File: src/sv/ths_pkg.sv
// Shared types, codes and constants of the timer heap scheduler.
`timescale 1ns / 1ps
`default_nettype none
package ths_pkg;

  localparam int HANDLE_W    = 6;
  localparam int TIME_W      = 32;
  localparam int MAX_RESULTS = 63;

  localparam logic [1:0] MODE_SCHEDULE = 2'd0;
  localparam logic [1:0] MODE_CANCEL   = 2'd1;
  localparam logic [1:0] MODE_RESTART  = 2'd2;
  localparam logic [1:0] MODE_POLL     = 2'd3;

  localparam logic [2:0] ST_OK         = 3'd0;
  localparam logic [2:0] ST_FULL       = 3'd1;
  localparam logic [2:0] ST_NOT_ACTIVE = 3'd2;
  localparam logic [2:0] ST_EXPIRED    = 3'd3;
  localparam logic [2:0] ST_NONE       = 3'd4;

  typedef struct packed {
    logic [1:0]          mode;
    logic [HANDLE_W-1:0] handle_in;
    logic [TIME_W-1:0]   delay_ms;
    logic [TIME_W-1:0]   now_ms;
  } in_item_t;

  typedef struct packed {
    logic [2:0]          status;
    logic [HANDLE_W-1:0] handle_out;
    logic                earliest_changed;
    logic [TIME_W-1:0]   next_wait_ms;
    logic                queue_empty;
    logic                last;
  } out_item_t;

  typedef struct packed {
    logic [TIME_W-1:0]   expiry;
    logic [HANDLE_W-1:0] handle;
  } heap_entry_t;

  typedef enum logic [4:0] {
    OP_IDLE,
    OP_LATCH,
    OP_DISP,
    OP_CAN1,
    OP_REM0,
    OP_REM1,
    OP_REM2,
    OP_UP_READ,
    OP_UP_MOVE,
    OP_DN_READ1,
    OP_DN_READ2,
    OP_DN_PICK,
    OP_DN_MOVE,
    OP_PLACE,
    OP_SCH0,
    OP_SCH1,
    OP_ROOT_RD,
    OP_ROOT_EV,
    OP_EMIT
  } ctrl_op_t;

  typedef struct packed {
    logic [1:0] mode;
    logic       hit;
    logic       full;
    logic       rm_lt;
    logic       rm_zero;
    logic       slot_zero;
    logic       up_less;
    logic       child_ge;
    logic       child2_in;
    logic       root_exp;
    logic       n_zero;
    logic       last_r;
    logic       out_free;
    logic       sched_started;
  } dp_status_t;

endpackage
`default_nettype wire

File: src/sv/timer_heap_scheduler_unit.sv
// Top level of the timer heap scheduler: sequencer plus heap datapath.
// A schedule places the new entry and climbs the heap; a cancel removes the entry on a hit and
// sifts the moved one up or down; a poll removes and reports each expired timer in turn.
// One item is in work at a time; the input stalls until its last result is in the output
// register. Reset (sync, active high) empties the queue at once (flag bits).
`timescale 1ns / 1ps
`default_nettype none
module timer_heap_scheduler_unit #(
  parameter int CAPACITY = 64
) (
  input  wire logic               clk,
  input  wire logic               rst,
  input  wire logic               in_valid,
  output logic                    in_stall,
  input  wire ths_pkg::in_item_t  in_item,
  output logic                    out_valid,
  input  wire logic               out_stall,
  output ths_pkg::out_item_t      out_item
);

  // commands from the sequencer and flags back from the datapath
  ths_pkg::ctrl_op_t   op;
  ths_pkg::dp_status_t status;

  // the sequencer owns the input handshake; an item is taken only when idle
  ths_ctrl u_ctrl (
    .clk      (clk),
    .rst      (rst),
    .in_valid (in_valid),
    .in_stall (in_stall),
    .status   (status),
    .op       (op)
  );

  // the datapath holds the heap, handle map, free list and output register;
  // a result waits there while the sequencer moves on to the next removal
  ths_datapath #(.CAPACITY(CAPACITY)) u_dp (
    .clk       (clk),
    .rst       (rst),
    .op        (op),
    .in_item   (in_item),
    .out_stall (out_stall),
    .out_valid (out_valid),
    .out_item  (out_item),
    .status    (status)
  );

endmodule
`default_nettype wire

File: src/sv/ths_ram.sv
// Generic single-port-write, single-port-read RAM with registered read data.
`timescale 1ns / 1ps
`default_nettype none
module ths_ram #(
  parameter int WIDTH = 8,
  parameter int DEPTH = 64
) (
  input  wire logic                     clk,
  input  wire logic                     we,
  input  wire logic [$clog2(DEPTH)-1:0] waddr,
  input  wire logic [WIDTH-1:0]         wdata,
  input  wire logic [$clog2(DEPTH)-1:0] raddr,
  output logic      [WIDTH-1:0]         rdata
);

  logic [WIDTH-1:0] mem [DEPTH];

  always_ff @(posedge clk) begin
    if (we) begin
      mem[waddr] <= wdata;
    end
    rdata <= mem[raddr];
  end

endmodule
`default_nettype wire

File: src/sv/ths_ctrl.sv
// Sequencer of the timer heap: steps through schedule, cancel, restart, sift and poll.
`timescale 1ns / 1ps
`default_nettype none
module ths_ctrl (
  input  wire logic                clk,
  input  wire logic                rst,
  input  wire logic                in_valid,
  output logic                     in_stall,
  input  wire ths_pkg::dp_status_t status,
  output ths_pkg::ctrl_op_t        op
);

  typedef enum logic [4:0] {
    S_IDLE, S_DISP, S_CAN1, S_REM0, S_REM1, S_REM2, S_REM3,
    S_SU0, S_SU1, S_SD0, S_SD1, S_SD2, S_SD3, S_PLACE,
    S_SCH0, S_SCH1, S_RRD, S_REV, S_EMIT
  } state_t;

  state_t state, state_next, cont;

  assign in_stall = (state != S_IDLE);

  // where a finished removal or sift goes on
  always_comb begin
    if (status.mode == ths_pkg::MODE_RESTART && !status.sched_started) begin
      cont = S_SCH0;
    end else begin
      cont = S_RRD;
    end
  end

  always_comb begin
    state_next = state;
    op         = ths_pkg::OP_IDLE;
    unique case (state)
      S_IDLE: begin
        if (in_valid) begin
          op         = ths_pkg::OP_LATCH;
          state_next = S_DISP;
        end
      end
      S_DISP: begin
        op = ths_pkg::OP_DISP;
        priority if (status.mode == ths_pkg::MODE_POLL) begin
          state_next = S_REV;
        end else if (status.mode == ths_pkg::MODE_CANCEL) begin
          state_next = status.hit ? S_CAN1 : S_RRD;
        end else if (status.mode == ths_pkg::MODE_RESTART && status.hit) begin
          state_next = S_CAN1;
        end else begin
          state_next = S_SCH0;
        end
      end
      S_CAN1: begin
        op         = ths_pkg::OP_CAN1;
        state_next = S_REM0;
      end
      S_REM0: begin
        op         = ths_pkg::OP_REM0;
        state_next = S_REM1;
      end
      S_REM1: begin
        op         = ths_pkg::OP_REM1;
        state_next = status.rm_lt ? S_REM2 : cont;
      end
      S_REM2: begin
        op         = ths_pkg::OP_REM2;
        state_next = status.rm_zero ? S_SD0 : S_REM3;
      end
      S_REM3: begin
        op         = ths_pkg::OP_UP_MOVE;
        state_next = status.up_less ? S_SU0 : S_SD0;
      end
      S_SU0: begin
        op         = ths_pkg::OP_UP_READ;
        state_next = status.slot_zero ? S_PLACE : S_SU1;
      end
      S_SU1: begin
        op         = ths_pkg::OP_UP_MOVE;
        state_next = status.up_less ? S_SU0 : S_PLACE;
      end
      S_SD0: begin
        op         = ths_pkg::OP_DN_READ1;
        state_next = status.child_ge ? S_PLACE : S_SD1;
      end
      S_SD1: begin
        op         = ths_pkg::OP_DN_READ2;
        state_next = status.child2_in ? S_SD2 : S_SD3;
      end
      S_SD2: begin
        op         = ths_pkg::OP_DN_PICK;
        state_next = S_SD3;
      end
      S_SD3: begin
        op         = ths_pkg::OP_DN_MOVE;
        state_next = status.up_less ? S_SD0 : S_PLACE;
      end
      S_PLACE: begin
        op         = ths_pkg::OP_PLACE;
        state_next = cont;
      end
      S_SCH0: begin
        op         = ths_pkg::OP_SCH0;
        state_next = status.full ? S_RRD : S_SCH1;
      end
      S_SCH1: begin
        op         = ths_pkg::OP_SCH1;
        state_next = S_SU0;
      end
      S_RRD: begin
        op         = ths_pkg::OP_ROOT_RD;
        state_next = S_REV;
      end
      S_REV: begin
        op = ths_pkg::OP_ROOT_EV;
        if (status.mode == ths_pkg::MODE_POLL && status.n_zero && status.root_exp) begin
          state_next = S_REM0;
        end else begin
          state_next = S_EMIT;
        end
      end
      S_EMIT: begin
        op = ths_pkg::OP_EMIT;
        if (status.out_free) begin
          if (status.mode == ths_pkg::MODE_POLL && !status.last_r) begin
            state_next = S_REM0;
          end else begin
            state_next = S_IDLE;
          end
        end
      end
      default: state_next = S_IDLE;
    endcase
  end

  always_ff @(posedge clk) begin
    if (rst) begin
      state <= S_IDLE;
    end else begin
      state <= state_next;
    end
  end

endmodule
`default_nettype wire

File: src/sv/ths_datapath.sv
// Heap, handle and free-list storage of the timer heap with its working registers.
`timescale 1ns / 1ps
`default_nettype none
module ths_datapath #(
  parameter int CAPACITY = 64
) (
  input  wire logic              clk,
  input  wire logic              rst,
  input  wire ths_pkg::ctrl_op_t op,
  input  wire ths_pkg::in_item_t in_item,
  input  wire logic              out_stall,
  output logic                   out_valid,
  output ths_pkg::out_item_t     out_item,
  output ths_pkg::dp_status_t    status
);

  localparam int AW = $clog2(CAPACITY);
  localparam int CW = AW + 1;

  // working registers
  logic [1:0]                    mode;
  logic [ths_pkg::HANDLE_W-1:0]  hin;
  logic [ths_pkg::TIME_W-1:0]    now;
  logic [ths_pkg::TIME_W-1:0]    sched_e;
  logic [AW-1:0]                 free_head;
  logic [AW-1:0]                 count;
  logic [CAPACITY-1:0]           active;
  logic [CAPACITY-1:0]           free_wr;
  logic [AW-1:0]                 rm_slot;
  logic [AW-1:0]                 rm_h;
  logic [AW-1:0]                 slot;
  logic [AW-1:0]                 cidx;
  ths_pkg::heap_entry_t          key;
  ths_pkg::heap_entry_t          cand;
  logic [5:0]                    n;
  logic                          sched_started;
  logic                          last_r;
  logic [2:0]                    res_status;
  logic [ths_pkg::HANDLE_W-1:0]  res_handle;
  logic                          res_chg;
  logic [ths_pkg::TIME_W-1:0]    res_wait;
  logic                          res_empty;

  // memory ports
  logic                 heap_we;
  logic [AW-1:0]        heap_waddr;
  ths_pkg::heap_entry_t heap_wdata;
  logic [AW-1:0]        heap_raddr;
  ths_pkg::heap_entry_t heap_rdata;
  logic                 slot_we;
  logic [AW-1:0]        slot_waddr;
  logic [AW-1:0]        slot_rdata;
  logic                 free_we;
  logic [AW-1:0]        free_rdata;

  logic [AW-1:0]        hin_idx;
  logic [AW-1:0]        par;
  logic [AW-1:0]        par_rm;
  logic [CW-1:0]        child;
  logic [CW-1:0]        child2;
  logic [CW-1:0]        cnt_ext;
  logic                 hit;
  logic                 full;
  logic                 up_less;
  logic                 down_less;
  logic                 root_exp;
  logic                 out_free;
  logic [32:0]          sum;

  function automatic logic [AW-1:0] free_rst(input logic [AW-1:0] h);
    if (h == AW'(CAPACITY - 1)) begin
      return '0;
    end
    return h + AW'(1);
  endfunction

  assign hin_idx  = hin[AW-1:0];
  assign par      = AW'((slot - AW'(1)) >> 1);
  assign par_rm   = AW'((rm_slot - AW'(1)) >> 1);
  assign child    = {slot, 1'b1};
  assign child2   = {slot, 1'b1} + CW'(1);
  assign cnt_ext  = {1'b0, count};
  assign hit      = (hin != '0) && ({1'b0, hin} < 7'(CAPACITY)) && active[hin_idx];
  assign full     = (free_head == '0) || (count >= AW'(CAPACITY - 1));
  assign up_less  = key.expiry < heap_rdata.expiry;
  assign down_less = cand.expiry < key.expiry;
  assign root_exp = (count != '0) && (heap_rdata.expiry <= now)
                    && (n < 6'(ths_pkg::MAX_RESULTS));
  assign out_free = !out_valid || !out_stall;
  assign sum      = {1'b0, in_item.now_ms} + {1'b0, in_item.delay_ms};

  always_comb begin
    status.mode          = mode;
    status.hit           = hit;
    status.full          = full;
    status.rm_lt         = rm_slot < count;
    status.rm_zero       = rm_slot == '0;
    status.slot_zero     = slot == '0;
    status.up_less       = (op == ths_pkg::OP_DN_MOVE) ? down_less : up_less;
    status.child_ge      = child >= cnt_ext;
    status.child2_in     = child2 < cnt_ext;
    status.root_exp      = root_exp;
    status.n_zero        = n == '0;
    status.last_r        = last_r;
    status.out_free      = out_free;
    status.sched_started = sched_started;
  end

  // heap read address by step
  always_comb begin
    unique case (op)
      ths_pkg::OP_REM1:     heap_raddr = count;
      ths_pkg::OP_REM2:     heap_raddr = par_rm;
      ths_pkg::OP_UP_READ:  heap_raddr = par;
      ths_pkg::OP_DN_READ1: heap_raddr = child[AW-1:0];
      ths_pkg::OP_DN_READ2: heap_raddr = child2[AW-1:0];
      default:              heap_raddr = '0;
    endcase
  end

  // heap and slot writes: move a parent down, a child up, or place the key
  always_comb begin
    heap_we    = 1'b0;
    heap_wdata = key;
    unique case (op)
      ths_pkg::OP_UP_MOVE: begin
        heap_we    = up_less;
        heap_wdata = heap_rdata;
      end
      ths_pkg::OP_DN_MOVE: begin
        heap_we    = down_less;
        heap_wdata = cand;
      end
      ths_pkg::OP_PLACE: heap_we = 1'b1;
      default: heap_we = 1'b0;
    endcase
    heap_waddr = slot;
    slot_we    = heap_we;
    slot_waddr = heap_wdata.handle[AW-1:0];
  end

  assign free_we = (op == ths_pkg::OP_REM0);

  ths_ram #(.WIDTH($bits(ths_pkg::heap_entry_t)), .DEPTH(CAPACITY)) u_heap_ram (
    .clk   (clk),
    .we    (heap_we),
    .waddr (heap_waddr),
    .wdata (heap_wdata),
    .raddr (heap_raddr),
    .rdata (heap_rdata)
  );

  ths_ram #(.WIDTH(AW), .DEPTH(CAPACITY)) u_slot_ram (
    .clk   (clk),
    .we    (slot_we),
    .waddr (slot_waddr),
    .wdata (slot),
    .raddr (hin_idx),
    .rdata (slot_rdata)
  );

  ths_ram #(.WIDTH(AW), .DEPTH(CAPACITY)) u_free_ram (
    .clk   (clk),
    .we    (free_we),
    .waddr (rm_h),
    .wdata (free_head),
    .raddr (free_head),
    .rdata (free_rdata)
  );

  // control state
  always_ff @(posedge clk) begin
    if (rst) begin
      free_head <= AW'(1);
      count     <= '0;
      active    <= '0;
      free_wr   <= '0;
      out_valid <= 1'b0;
    end else begin
      unique case (op)
        ths_pkg::OP_REM0: begin
          free_head     <= rm_h;
          free_wr[rm_h] <= 1'b1;
          active[rm_h]  <= 1'b0;
          count         <= count - AW'(1);
        end
        ths_pkg::OP_SCH1: begin
          free_head <= free_wr[free_head] ? free_rdata : free_rst(free_head);
          count     <= count + AW'(1);
        end
        ths_pkg::OP_PLACE: active[key.handle[AW-1:0]] <= 1'b1;
        default: ;
      endcase
      if (op == ths_pkg::OP_EMIT && out_free) begin
        out_valid <= 1'b1;
      end else if (!out_stall) begin
        out_valid <= 1'b0;
      end
    end
  end

  // payload and working registers
  always_ff @(posedge clk) begin
    unique case (op)
      ths_pkg::OP_LATCH: begin
        mode          <= in_item.mode;
        hin           <= in_item.handle_in;
        now           <= in_item.now_ms;
        sched_e       <= sum[32] ? '1 : sum[31:0];
        n             <= '0;
        sched_started <= 1'b0;
      end
      ths_pkg::OP_DISP: begin
        res_chg <= 1'b0;
        if (mode == ths_pkg::MODE_POLL) begin
          res_status <= ths_pkg::ST_NONE;
          res_handle <= '0;
        end else begin
          res_status <= hit ? ths_pkg::ST_OK : ths_pkg::ST_NOT_ACTIVE;
          res_handle <= hit ? hin : '0;
        end
      end
      ths_pkg::OP_CAN1: begin
        rm_slot <= slot_rdata;
        rm_h    <= hin_idx;
      end
      ths_pkg::OP_REM2: begin
        key  <= heap_rdata;
        slot <= rm_slot;
      end
      ths_pkg::OP_UP_MOVE: begin
        if (up_less) begin
          slot <= par;
        end
      end
      ths_pkg::OP_DN_READ2: begin
        cand <= heap_rdata;
        cidx <= child[AW-1:0];
      end
      ths_pkg::OP_DN_PICK: begin
        if (heap_rdata.expiry < cand.expiry) begin
          cand <= heap_rdata;
          cidx <= child2[AW-1:0];
        end
      end
      ths_pkg::OP_DN_MOVE: begin
        if (down_less) begin
          slot <= cidx;
        end
      end
      ths_pkg::OP_SCH0: begin
        sched_started <= 1'b1;
        if (full) begin
          res_status <= ths_pkg::ST_FULL;
          res_handle <= '0;
          res_chg    <= 1'b0;
        end
      end
      ths_pkg::OP_SCH1: begin
        key.expiry <= sched_e;
        key.handle <= ths_pkg::HANDLE_W'(free_head);
        slot       <= count;
        res_status <= ths_pkg::ST_OK;
        res_handle <= ths_pkg::HANDLE_W'(free_head);
        res_chg    <= (count == '0) || (sched_e < heap_rdata.expiry);
      end
      ths_pkg::OP_ROOT_EV: begin
        res_empty <= count == '0;
        if (count == '0) begin
          res_wait <= '1;
        end else if (heap_rdata.expiry > now) begin
          res_wait <= heap_rdata.expiry - now;
        end else begin
          res_wait <= '0;
        end
        rm_slot <= '0;
        rm_h    <= heap_rdata.handle[AW-1:0];
        if (mode == ths_pkg::MODE_POLL) begin
          if (n == '0) begin
            last_r <= !root_exp;
            if (root_exp) begin
              res_status <= ths_pkg::ST_EXPIRED;
              res_handle <= heap_rdata.handle;
              n          <= 6'd1;
            end
          end else begin
            last_r <= !root_exp;
          end
        end else begin
          last_r <= 1'b1;
        end
      end
      ths_pkg::OP_EMIT: begin
        if (out_free) begin
          out_item.status           <= res_status;
          out_item.handle_out       <= res_handle;
          out_item.earliest_changed <= res_chg;
          out_item.next_wait_ms     <= res_wait;
          out_item.queue_empty      <= res_empty;
          out_item.last             <= last_r;
          if (mode == ths_pkg::MODE_POLL && !last_r) begin
            res_handle <= ths_pkg::HANDLE_W'(rm_h);
            n          <= n + 6'd1;
          end
        end
      end
      default: ;
    endcase
  end

  // the heap size and the active flags agree once an item's changes are complete
  a_count_matches_active: assert property (@(posedge clk) disable iff (rst)
    (op == ths_pkg::OP_EMIT) |-> ($countones(active) == int'(count)))
    else $error("active handle count out of step with heap size");

  a_free_head_inactive: assert property (@(posedge clk) disable iff (rst)
    !active[free_head])
    else $error("free list head is an active handle");

  a_emit_shows_item: assert property (@(posedge clk) disable iff (rst)
    (op == ths_pkg::OP_EMIT && out_free) |=> out_valid)
    else $error("result item not presented after emit");

endmodule
`default_nettype wire
File: config.mk
export PLATFORM = sky130hd
export DESIGN_NAME = timer_heap_scheduler_unit
export DESIGN_NICKNAME = d
export VERILOG_FILES = /design/src/sv/ths_pkg.sv /design/src/sv/timer_heap_scheduler_unit.sv /design/src/sv/ths_ram.sv /design/src/sv/ths_ctrl.sv /design/src/sv/ths_datapath.sv
export SDC_FILE = /design/constraint.sdc
export NUM_CORES = 2
export LEC_CHECK = 0
export ABC_CLOCK_PERIOD_IN_PS = 28400
export BUFFER_PORTS_ARGS = -buffer_cell sky130_fd_sc_hd__buf_2
export CORE_ASPECT_RATIO = 0.75
export CORE_UTILIZATION = 60
export DETAILED_ROUTE_END_ITERATION = 6
export GPL_TIMING_DRIVEN = 1
export PLACE_DENSITY_LB_ADDON = 0.25
export SLEW_MARGIN = 20
export SYNTH_ARGS = -nofsm -noshare
export SYNTH_HDL_FRONTEND = slang
export SYNTH_HIERARCHICAL = 1
export SYNTH_SLANG_ARGS = --single-unit
export TNS_END_PERCENT = 100
File: constraint.sdc
create_clock -name clk -period 28.4 [get_ports clk]
set_input_delay 7.1 -clock clk [delete_from_list [all_inputs] [get_ports clk]]
set_output_delay 7.1 -clock clk [all_outputs]
set_load 0.1 [all_outputs]
==> metrics.csv <==
stage;metric;value;unit
clocking;clkTransAtPathRegs;0.06;ns
synthesis;synth_ff_type;edfxtp_1;
timing;drv_slew;0;
clocking;root_buffer;clkbuf_16;
clocking;hold_buffers;0;
setup_path;r2r_slack;20.04;ns
clocking;post_cts_resized;0;
timing;fmax;0.07522;GHz
place;io_buffers;121;
setup_path;required;29.14;ns
place;dpl.hpwl;221100;µm
die;row_count;157;
die;die-area;0.2489;mm²
pwr;combinationalPowerShare;25.0;%
die;ios;122;
setup_path;crit_end;u_dp/u_heap_ram/rdata[17]$_DFF_P_;
pwr;power.share.sequential;45.1;%
synthesis;syn_nets;8339;
pwr;max-vdd-ir-drop;69.94;µV
timing;tns;0;ns
global_route;grt_pass1_wl;552000;µm
setup_path;r2r-start;u_ctrl/state[1]$_SDFFE_PP0P_;
route;first_iter_violations;12610;
setup_path;critical_path.max_fanout;63;
route;finalWirelength;385800;µm
place;post_dp_cell_area;0.1529;mm²
global_route;grt_start_max_net_pins;100;
route;dr.pass1.iters;7;
synthesis;yosys.area.top_type;edfxtp_1;
pwr;internal_power;10.40;mW
route;via_count;81440;
synthesis;synth_top_area_share;70.28;%
setup_path;cp-start-kind;input port;
place;dp_cells;11200;
synthesis;mappedNetlistArea;0.1481;mm²
job;max_cap_viol_count;0;
synthesis;syn_avg_cell_area;18.43;µm²
route;viasPerCell;6.889;
synthesis;ys_seq_area_share;72.93;%
route;drcViolationCount;8;
timing;fin_crit_sh;46.81;%
global_route;gr-total-overflow;0;
die;die_y;432.3;µm
timing;hold_viol_final;0;
outcome;status;complete, but fails checks;
setup_path;startpoint;in_valid;
setup_path;r2r_cells;16;
synthesis;synth_warnings;6;
clocking;cts_tree;done;
pwr;switching_share;31.42;%
finish;nets;8584;
timing;rsz0062_at_grt;no;
pwr;p_sw;4.762;mW
pwr;power_frac_clock;29.9;%
global_route;grt_pass1_vias;79340;
synthesis;synth.distinct_cells;86;
finish;layoutNonFillerInstCount;11820;
clocking;cts_max_level;5;
setup_path;path_class;in -> reg;
synthesis;synthCells;8039;
setup_path;cp.arrival;14.03;ns
finish;area_delta_synth_final;10.67;%
synthesis;async_flop_share;0;%
die;coreArea;0.2448;mm²
clocking;clk_path_buf_depth;4;
timing;relSlewSlack;10.53;%
route;wl_per_cell;32.64;µm
pwr;p_leak;52.16;nW
outcome;violations;design-rule violations;
min_path;hp-class;reg -> reg;
timing;skew;0.07072;ns
timing;worst_pin_slew;1.342;ns
route;antenna_left;0;
clocking;post_cts_buffers;0;
global_route;antenna_found_initial;31;
finish;drive_above_1_share;21.36;%
clocking;worstSkewPairLatency;0.91;ns
timing;min_period;13.29;ns
finish;finish.utilization;66.98;%
synthesis;synth_most_common_cell;edfxtp_1;
synthesis;synth_edf_count;3467;
clocking;cts-buffers-inserted;340;
die;initial_core_util;60.52;%
die;dieWidth;575.8;µm
setup_path;end_kind;register;
synthesis;yosys-top-cells-area;edfxtp_1, mux4_2, dfxtp_1;
synthesis;synth_commonest_cells;edfxtp_1, mux4_2, nor2_1;
clocking;clock_sinks;3663;
setup_path;reg2reg_to;u_dp/u_heap_ram/rdata[17]$_DFF_P_;
finish;fillers;15540;
synthesis;ys_ff_latch;3663;
timing;setup_viol;0;
global_route;gr-usage-all-layers;30.95;%
finish;fin_area;0.1640;mm²
timing;hold_ws;0.4180;ns
place;gp_congestion;0.8889;
pwr;power.density;92.46;mW/mm²
kinds of logic after synthesis:
logic type               synth area share (%)
buffers and inverters                   1.909
AO/OA/AOI/OAI                           4.969
flip-flops                              72.93
AND/OR/NAND/NOR                         4.126
multiplexers                            13.69
XOR/XNOR                               0.4730
adder cells (fa/ha/maj)                 1.907
layer usage:
layer | GRT usage [%] | vias up | share of wire [%]
li1 | - | 33100 | -
met1 | 44.95 | 41860 | 37
met2 | 46.29 | 5578 | 45
met3 | 6.736 | 891 | 13
met4 | 12.59 | 12 | 4.5
met5 | 0 | - | 0.019
sequential cells by signal (all words and copies together), names as in the netlist, 32 cells and up:
name,cells
u_dp/u_slot_ram/mem,384
u_dp/active,64
u_dp/cand,38
u_dp/u_heap_ram/mem,2432
u_dp/free_wr,64
u_dp/u_heap_ram/rdata,38
u_dp/sched_e,32
u_dp/out_item,44
u_dp/key,38
u_dp/u_free_ram/mem,384
u_dp/res_wait,32
u_dp/now,32
power by group through the flow:
stage / Clock (mW) / Sequential (mW) / Combinational (mW)
after global placement: 0 / 6.94 / 3.60
after floorplan: 0 / 6.83 / 2.46
final: 4.53 / 6.84 / 3.79
after detailed placement: 0 / 6.94 / 3.69
after global routing: 4.77 / 6.84 / 4.02
after CTS: 4.57 / 6.83 / 3.72
worst min-delay path by stage:
stage | startpoint | endpoint | slack, ns | depth (start not counted)
finish | u_dp/res_wait[6]$_SDFFCE_PP1P_ | u_dp/out_item[8]$_DFFE_PP_ | 0.42 | 0
global route | u_dp/res_wait[20]$_SDFFCE_PP1P_ | u_dp/out_item[22]$_DFFE_PP_ | 0.42 | 0
CTS | u_dp/res_wait[8]$_SDFFCE_PP1P_ | u_dp/out_item[10]$_DFFE_PP_ | 0.42 | 0
detailed placement | u_dp/res_wait[8]$_SDFFCE_PP1P_ | u_dp/out_item[10]$_DFFE_PP_ | 0.40 | 0
global placement | u_dp/res_wait[22]$_SDFFCE_PP1P_ | u_dp/out_item[24]$_DFFE_PP_ | 0.40 | 0
floorplan | u_dp/res_wait[8]$_SDFFCE_PP1P_ | u_dp/out_item[10]$_DFFE_PP_ | 0.40 | 0
layout make-up:
type / instances / area (µm²) / area share [%]
antenna: 9 / 22.52 / 0.01374
clock buffer: 426 / 9134 / 5.571
clock inverter: 185 / 1790 / 1.092
inverter: 177 / 664.4 / 0.4052
multi-input combinational: 3781 / 38030 / 23.19
sequential: 3663 / 108100 / 65.90
tap: 3259 / 4078 / 2.487
timing repair buffer: 321 / 2187 / 1.334
worst max-delay path: stages:
cell and delay [ns]:
buf_2 0.14, nor2_1 0.10, nor3_1 0.06, a211oi_1 0.21
o21ai_0 0.09, buf_4 0.23, nor2b_1 0.36, nand2_1 0.26
o22ai_1 0.22, a21oi_1 0.06, o211ai_1 0.14, buf_4 0.72
buf_4 0.87, buf_4 0.73, buf_4 0.86, mux4_2 0.43
a22oi_1 0.21, nand2_1 0.10, o22ai_1 0.79, nor2_1 0.13
layout by cell type, fill, tap and decap left out, types with 173 or more instances in the layout:
cell type,instances
edfxtp_1,3467
mux4_2,797
nor2_1,416
nand2_1,394
clkbuf_16,349
a21oi_1,311
ha_1,221
a22oi_1,212
buf_4,196
o21ai_0,192
dfxtp_1,189
inv_1,173
per-stage QoR:
step / power (mW) / setup WS (ns)
2_1_floorplan: 9.294 / 12.66
3_3_place_gp: 10.54 / 14.18
3_5_place_dp: 10.64 / 14.33
4_1_cts: 15.12 / 15.28
5_1_grt: 15.63 / 14.84
6_report: 15.16 / 15.11
Note: power is estimated with default switching activity, not from simulation.
